[config.mk]
export PLATFORM = sky130hd
export DESIGN_NAME = isa_cell
export DESIGN_NICKNAME = d
export VERILOG_FILES = /design/src/sv/isa_pkg.sv /design/src/sv/isa_cell.sv
export SDC_FILE = /design/constraint.sdc
export NUM_CORES = 1
export LEC_CHECK = 0
export BUFFER_PORTS_ARGS = -buffer_cell sky130_fd_sc_hd__buf_2
export CAP_MARGIN = 10
export CELL_PAD_IN_SITES_DETAIL_PLACEMENT = 2
export CELL_PAD_IN_SITES_GLOBAL_PLACEMENT = 2
export CORE_ASPECT_RATIO = 0.7
export CORE_MARGIN = 4
export CORE_UTILIZATION = 33
export CTS_CLUSTER_SIZE = 24
export DETAILED_ROUTE_END_ITERATION = 16
export GPL_TIMING_DRIVEN = 0
export HOLD_SLACK_MARGIN = 0.05
export PLACE_DENSITY = 0.8
export SETUP_SLACK_MARGIN = 0.02
export SKIP_LAST_GASP = 1
export SYNTH_ARGS = -nofsm -noshare
export SYNTH_HDL_FRONTEND = slang
export SYNTH_SLANG_ARGS = --single-unit
[constraint.sdc]
create_clock -name clk -period 7.2 [get_ports clk]
set_clock_uncertainty 0.2 [all_clocks]
set_input_delay 1.08 -clock clk [delete_from_list [all_inputs] [get_ports clk]]
set_output_delay 1.08 -clock clk [all_outputs]
set_load 0.03 [all_outputs]
[src/sv/isa_pkg.sv]
`timescale 1ns / 1ps

package isa_pkg;

  localparam int DEPTH_DEF = 64;

  localparam int ADDR_W = 2;
  localparam logic [ADDR_W-1:0] REG_DESCENDING = 2'd0;

  typedef struct packed {
    logic signed [31:0] value;
    logic               last_in;
  } in_word_t;

  typedef struct packed {
    logic signed [31:0] sorted_value;
    logic               last_out;
    logic               overflowed;
  } out_word_t;

  typedef struct packed {
    logic               valid;
    logic signed [31:0] value;
  } elem_t;

  typedef struct packed {
    logic shift;
    logic descending;
  } cell_ctl_t;

  // true when a belongs ahead of b in the chosen order
  function automatic logic precedes(logic signed [31:0] a, logic signed [31:0] b,
                                    logic desc);
    return desc ? (a > b) : (a < b);
  endfunction

endpackage

[src/sv/isa_cell.sv]
`timescale 1ns / 1ps

module isa_cell (
  input  logic              clk,
  input  logic              rst,
  input  isa_pkg::cell_ctl_t ctl,
  input  isa_pkg::elem_t    left_in,
  input  isa_pkg::elem_t    right_stored,
  output isa_pkg::elem_t    stored,
  output isa_pkg::elem_t    pass_out
);
  import isa_pkg::*;

  always_ff @(posedge clk) begin
    if (rst) begin
      stored.valid   <= 1'b0;
      pass_out.valid <= 1'b0;
    end else if (ctl.shift) begin
      stored         <= right_stored;
      pass_out.valid <= 1'b0;
    end else if (left_in.valid) begin
      if (!stored.valid) begin
        stored         <= left_in;
        pass_out.valid <= 1'b0;
      end else if (precedes(left_in.value, stored.value, ctl.descending)) begin
        // keep the newcomer, push the old holder right
        stored   <= left_in;
        pass_out <= stored;
      end else begin
        pass_out <= left_in;
      end
    end else begin
      pass_out.valid <= 1'b0;
    end
  end

endmodule
## Word level (Yosys, flattened, before mapping)

Cells that the tools add are included.

- Bits in registers: 66
- Input port bits: 70
- Output and inout port bits: 66
- Logic and storage cells: 21

- Order comparisons: 2
- Equal/unequal tests: 1
- Muxes and demuxes: 6
- Bitwise gates (word level): 4
- Reduce and logical (&&, ||, !) cells: 4

Operator list:

| kind | number |
|---|---|
| $mux W32 | 3 |
| $mux W33 | 2 |
| $gt A32 B32 Y1 | 1 |
| $lt A32 B32 Y1 | 1 |
| $not A1 Y1 | 4 |
| $reduce_and A4 Y1 | 1 |
| $reduce_or A4 Y1 | 1 |
| $ne A3 B2 Y1 const B | 1 |
| $reduce_and A3 Y1 | 1 |
| $reduce_bool A2 Y1 | 1 |
| $mux W1 | 1 |

## Depth between registers and ports, before layout

- Depth in word-level cells: 6
- Depth in mapped cells: 11
- Gate-level depth less buffers: 10

## Worst setup path after synthesis

OpenSTA, ideal clock, no wires.

- Kind: input -> register
- From: in left_in[19] (netlist name)
- To: reg stored[0] (netlist name), enable pin
- Setup time: 0.461 ns
- Arrival: 4.684 ns
- Data required time: 6.539 ns
- Slack: 1.855 ns
- Stages on the path: 9
- Cell sequence: ha_1 -> nand4_2 -> nor4_4 -> nand3_2 -> a21oi_2 -> nor2_2 -> mux2i_2 -> o211a_1 -> nor3_1

- Cells in the longest elaborated chain, start to end: 4

Ends and longest elaborated chain:

| element | line | RTL |
|---|---|---|
| from (decl) | isa_cell.sv:7 | `input isa_pkg::elem_t left_in,` |
| $lt A32 B32 Y1 / $gt A32 B32 Y1 (equally long branches) | isa_pkg.sv:34 | `return desc ? (a > b) : (a < b);` |
| $mux W1 (*) | isa_pkg.sv:34 |  |
| $ne A3 B2 Y1 (no line) (*) | - |  |
| $reduce_and A3 Y1 (no line) (*) | - |  |
| to (signal assigned) | isa_cell.sv:19 | `stored <= right_stored;` |
| to (signal assigned) | isa_cell.sv:23 | `stored <= left_in;` |
| to (signal assigned) | isa_cell.sv:27 | `stored <= left_in;` |
| to (decl) | isa_cell.sv:9 | `output isa_pkg::elem_t stored,` |

Mark *: on every way between the ends. The rest lies on a longest branch, timed or not.
A chain may end at the register's enable or synchronous reset.

## Final worst setup path

- From: in left_in[19] (netlist name)
- To: reg stored[19] (netlist name), enable pin

Same word-level chain as after synthesis.

==> results.txt <==
run status -> finished, final reports clean
global-route wire length before repair -> 17.37 mm
layout cells sized above 1 -> 53.29%
Post-Route Utilization -> 45.00%
drt drc -> 0
Yosys cell types -> 30
worst reg2reg path depth -> 11
placed cell count -> 563
Async SR Flop Fraction -> 0%
leading area contributor after synthesis -> edfxtp_1
Setup Viol. Count Final -> 0
drt wl/cell -> 19.20 um
Non-Filler Instances -> 579
Die H -> 97.91 um
type of origin of the critical path -> input pin
RSZ-0062 raised after global routing -> false
initial antenna violation count -> 0
RR Startpoint -> stored[18]
Slew HR -> 43.69%
DRT Pass-1 Iters -> 4
antenna fix cells -> 0
PwrDens -> 232.1 mW/mm2
Final Max Tran Viols -> 0
grt ovf -> 0
Hold-fix buffers, CTS -> 0
Synth warnings -> 0
Reg2Reg Capture Point -> stored[19]
CP Depth -> 11
Final #Nets -> 523
critical path launch point -> left_in[19]
Max H-tree Level -> 3
Cell Area, Placed -> 0.004710 mm2
root buf cell -> clkbuf_16
crit end category -> flop
R2R setup slack -> 3.69 ns
min-delay worst type -> flop to flop
P&R area growth vs syn -> 31.42%
post-CTS resize count -> 0
First DRT Iteration DRCs -> 57
clock period minus worst slack -> 3.925 ns
Rows -> 32
worst hold path cell count -> 1
largest net degree at the start of global routing -> 34
EDFF count, synth -> 64
Worst Max-Slew Pin Slew -> 0.8446 ns
synthesized area -> 0.003811 mm2
Worst EP required -> 7.04 ns
Die ar. -> 0.01336 mm2
Port Buffers -> 134
Antenna Violating Nets Remaining -> 0
DP Worst Slack -> 2.857 ns
TritonCTS buffer count -> 9
Top delay family on crit path -> simple AND/OR/NAND/NOR gates
Pleak -> 2.296 nW
Seq/Total Area, Yosys -> 51.48%
vias -> 2,786
CP most frequent cell -> buf_6
clock sinks -> 66
CP cell instances -> buf_2 -> ha_1 -> nand4_2 -> nor4_4 -> nand3_2 -> a21oi_2 -> o41ai_1 -> o211a_1 -> nor3_2 -> buf_6 -> buf_6
die outline width -> 136.4 um
fin worst setup slack -> 3.275 ns
Slowest-stage cell, CP -> nor3_2
Area contributors post-synth -> edfxtp_1, mux2_4, ha_1, mux2_2, inv_1
All-Layer GR Usage -> 17.16%
Layout Cell Area excl Fill -> 0.005009 mm2
critical path class -> input pin to flop
CTS max path bufs -> 2
CP arrival -> 3.76 ns
drt via density -> 4.812
crit-path max FO -> 10
CORE AREA -> 0.01113 mm2
crit path to -> stored[19]
maxcap violations -> 0
vias in the first global route -> 3,252
Fmax -> 254.8 MHz
Synth top area share -> 50.43%
Clock transition at path regs -> 0.06 ns
Routed WL -> 11.12 mm
Post-CTS Setup Inserts -> 0
Mapped Cells -> 273
flops & latches, synth -> 66
Worst VDD drop -> 0.0001180 V
hpwl dp -> 9.055 mm
CTS tree -> done
I/O pins -> 136
Post-Syn Nets -> 375
Primary FF master, synth -> edfxtp_1
Final Hold Fails -> 0
Placer Congestion -> 0.7037
CP max stage delay -> 0.48 ns
number of buffers and inverters on the critical path -> 3
initial core utilization -> 34.24%
Syn Area/Cell -> 13.96 um2
clock latency on the worst-skew pair -> 0.33 ns
post-route clock period utilization -> 54.51%
## kinds of logic (layout without fill, tap and decap cells)
kind of cell | after synthesis | in the layout | share of synthesized area [%]
AOI/OAI and AO/OA | 33 | 33 | 5.220
adders and majority gates | 32 | 32 | 10.51
buffers and inverters | 40 | 193 | 5.220
DFF | 66 | 66 | 51.48
muxes | 64 | 64 | 21.93
and+or+nand+nor | 38 | 38 | 5.647
## stage by stage
step                hold slack, ns  power (mW)  setup TNS (ns)
floorplan                   0.5485      0.6460               0
global placement            0.3857      0.7126          -3.787
detailed placement          0.3913      0.7297               0
CTS                         0.4056       1.180               0
global route                0.4315       1.215               0
finish                      0.4030       1.163               0
## metal layers
| layer | vias to the layer above | wire [um] | track usage [%] |
|---|---|---|---|
| li1 | 1306 | - | - |
| met1 | 1375 | 4670 | 20.31 |
| met2 | 92 | 5536 | 29.59 |
| met3 | 13 | 769 | 5.767 |
| met4 | 0 | 139 | 5.035 |
| met5 | - | 0 | 0 |
## where the power goes
| group | internal, mW | switching (mW) |
|---|---|---|
| Sequential | 0.449 | 0.0114 |
| Combinational | 0.124 | 0.134 |
| Clock | 0.285 | 0.159 |
## cell type report
cell class,instances,area (um2)
plain buffers,7,75.07
repair buffers,137,700.7
clock buffers,13,260.3
multi-input cells,167,1657
flip-flops and latches,66,1962
inverters,33,123.9
fillers,1163,6122
clock inverters,3,38.79
well taps,153,191.4
## Yosys cell counts (all sizes together) (2+ instances only)
| library cell | instances |
|---|---|
| o21ai | 8 |
| nand3 | 3 |
| nor2 | 9 |
| edfxtp | 64 |
| a21oi | 18 |
| nor3 | 3 |
| buf | 3 |
| nor2b | 3 |
| inv | 33 |
| mux2 | 63 |
| ha | 32 |
| dfxtp | 2 |
| nand2 | 12 |
| clkbuf | 4 |
| nand4 | 6 |
## state kept, by name (all words and copies together), names as in the netlist
register  cells
stored       33
pass_out     33
## how the worst min path moves through the flow
stage,from,to
after floorplan,stored[32],stored[32]
after global placement,stored[16],pass_out[16]
after detailed placement,stored[25],pass_out[25]
after CTS,stored[25],pass_out[25]
after global routing,stored[21],pass_out[21]
final,stored[25],pass_out[25]
## cell usage in the layout, fill, tap and decap left out, types with 2 or more instances in the layout
master,netlist,routed
buf_2,0,134
edfxtp_1,64,64
inv_1,33,33
mux2_2,33,33
ha_1,32,32
mux2_4,30,30
a21oi_1,17,17
nand2_1,12,12
clkbuf_16,0,9
o21ai_0,8,8
nor2_1,8,8
clkbuf_1,4,6
nand4_1,4,4
nor2b_1,3,3
buf_12,3,3
nand4_2,2,2
nand3_1,2,2
nor3_1,3,2
clkbuf_8,0,2
buf_6,0,2
dfxtp_1,2,2
## worst reg2reg max path: stages, from the launching register on
cell      delay (ns)
edfxtp_1        0.39
inv_1           0.07
ha_1            0.32
nand4_2         0.17
nor4_4          0.42
nand3_2         0.16
a21oi_2         0.20
o41ai_1         0.14
o211a_1         0.24
nor3_2          0.48
buf_6           0.23
buf_6           0.18
No activity file was read; power rests on OpenSTA's default activity.
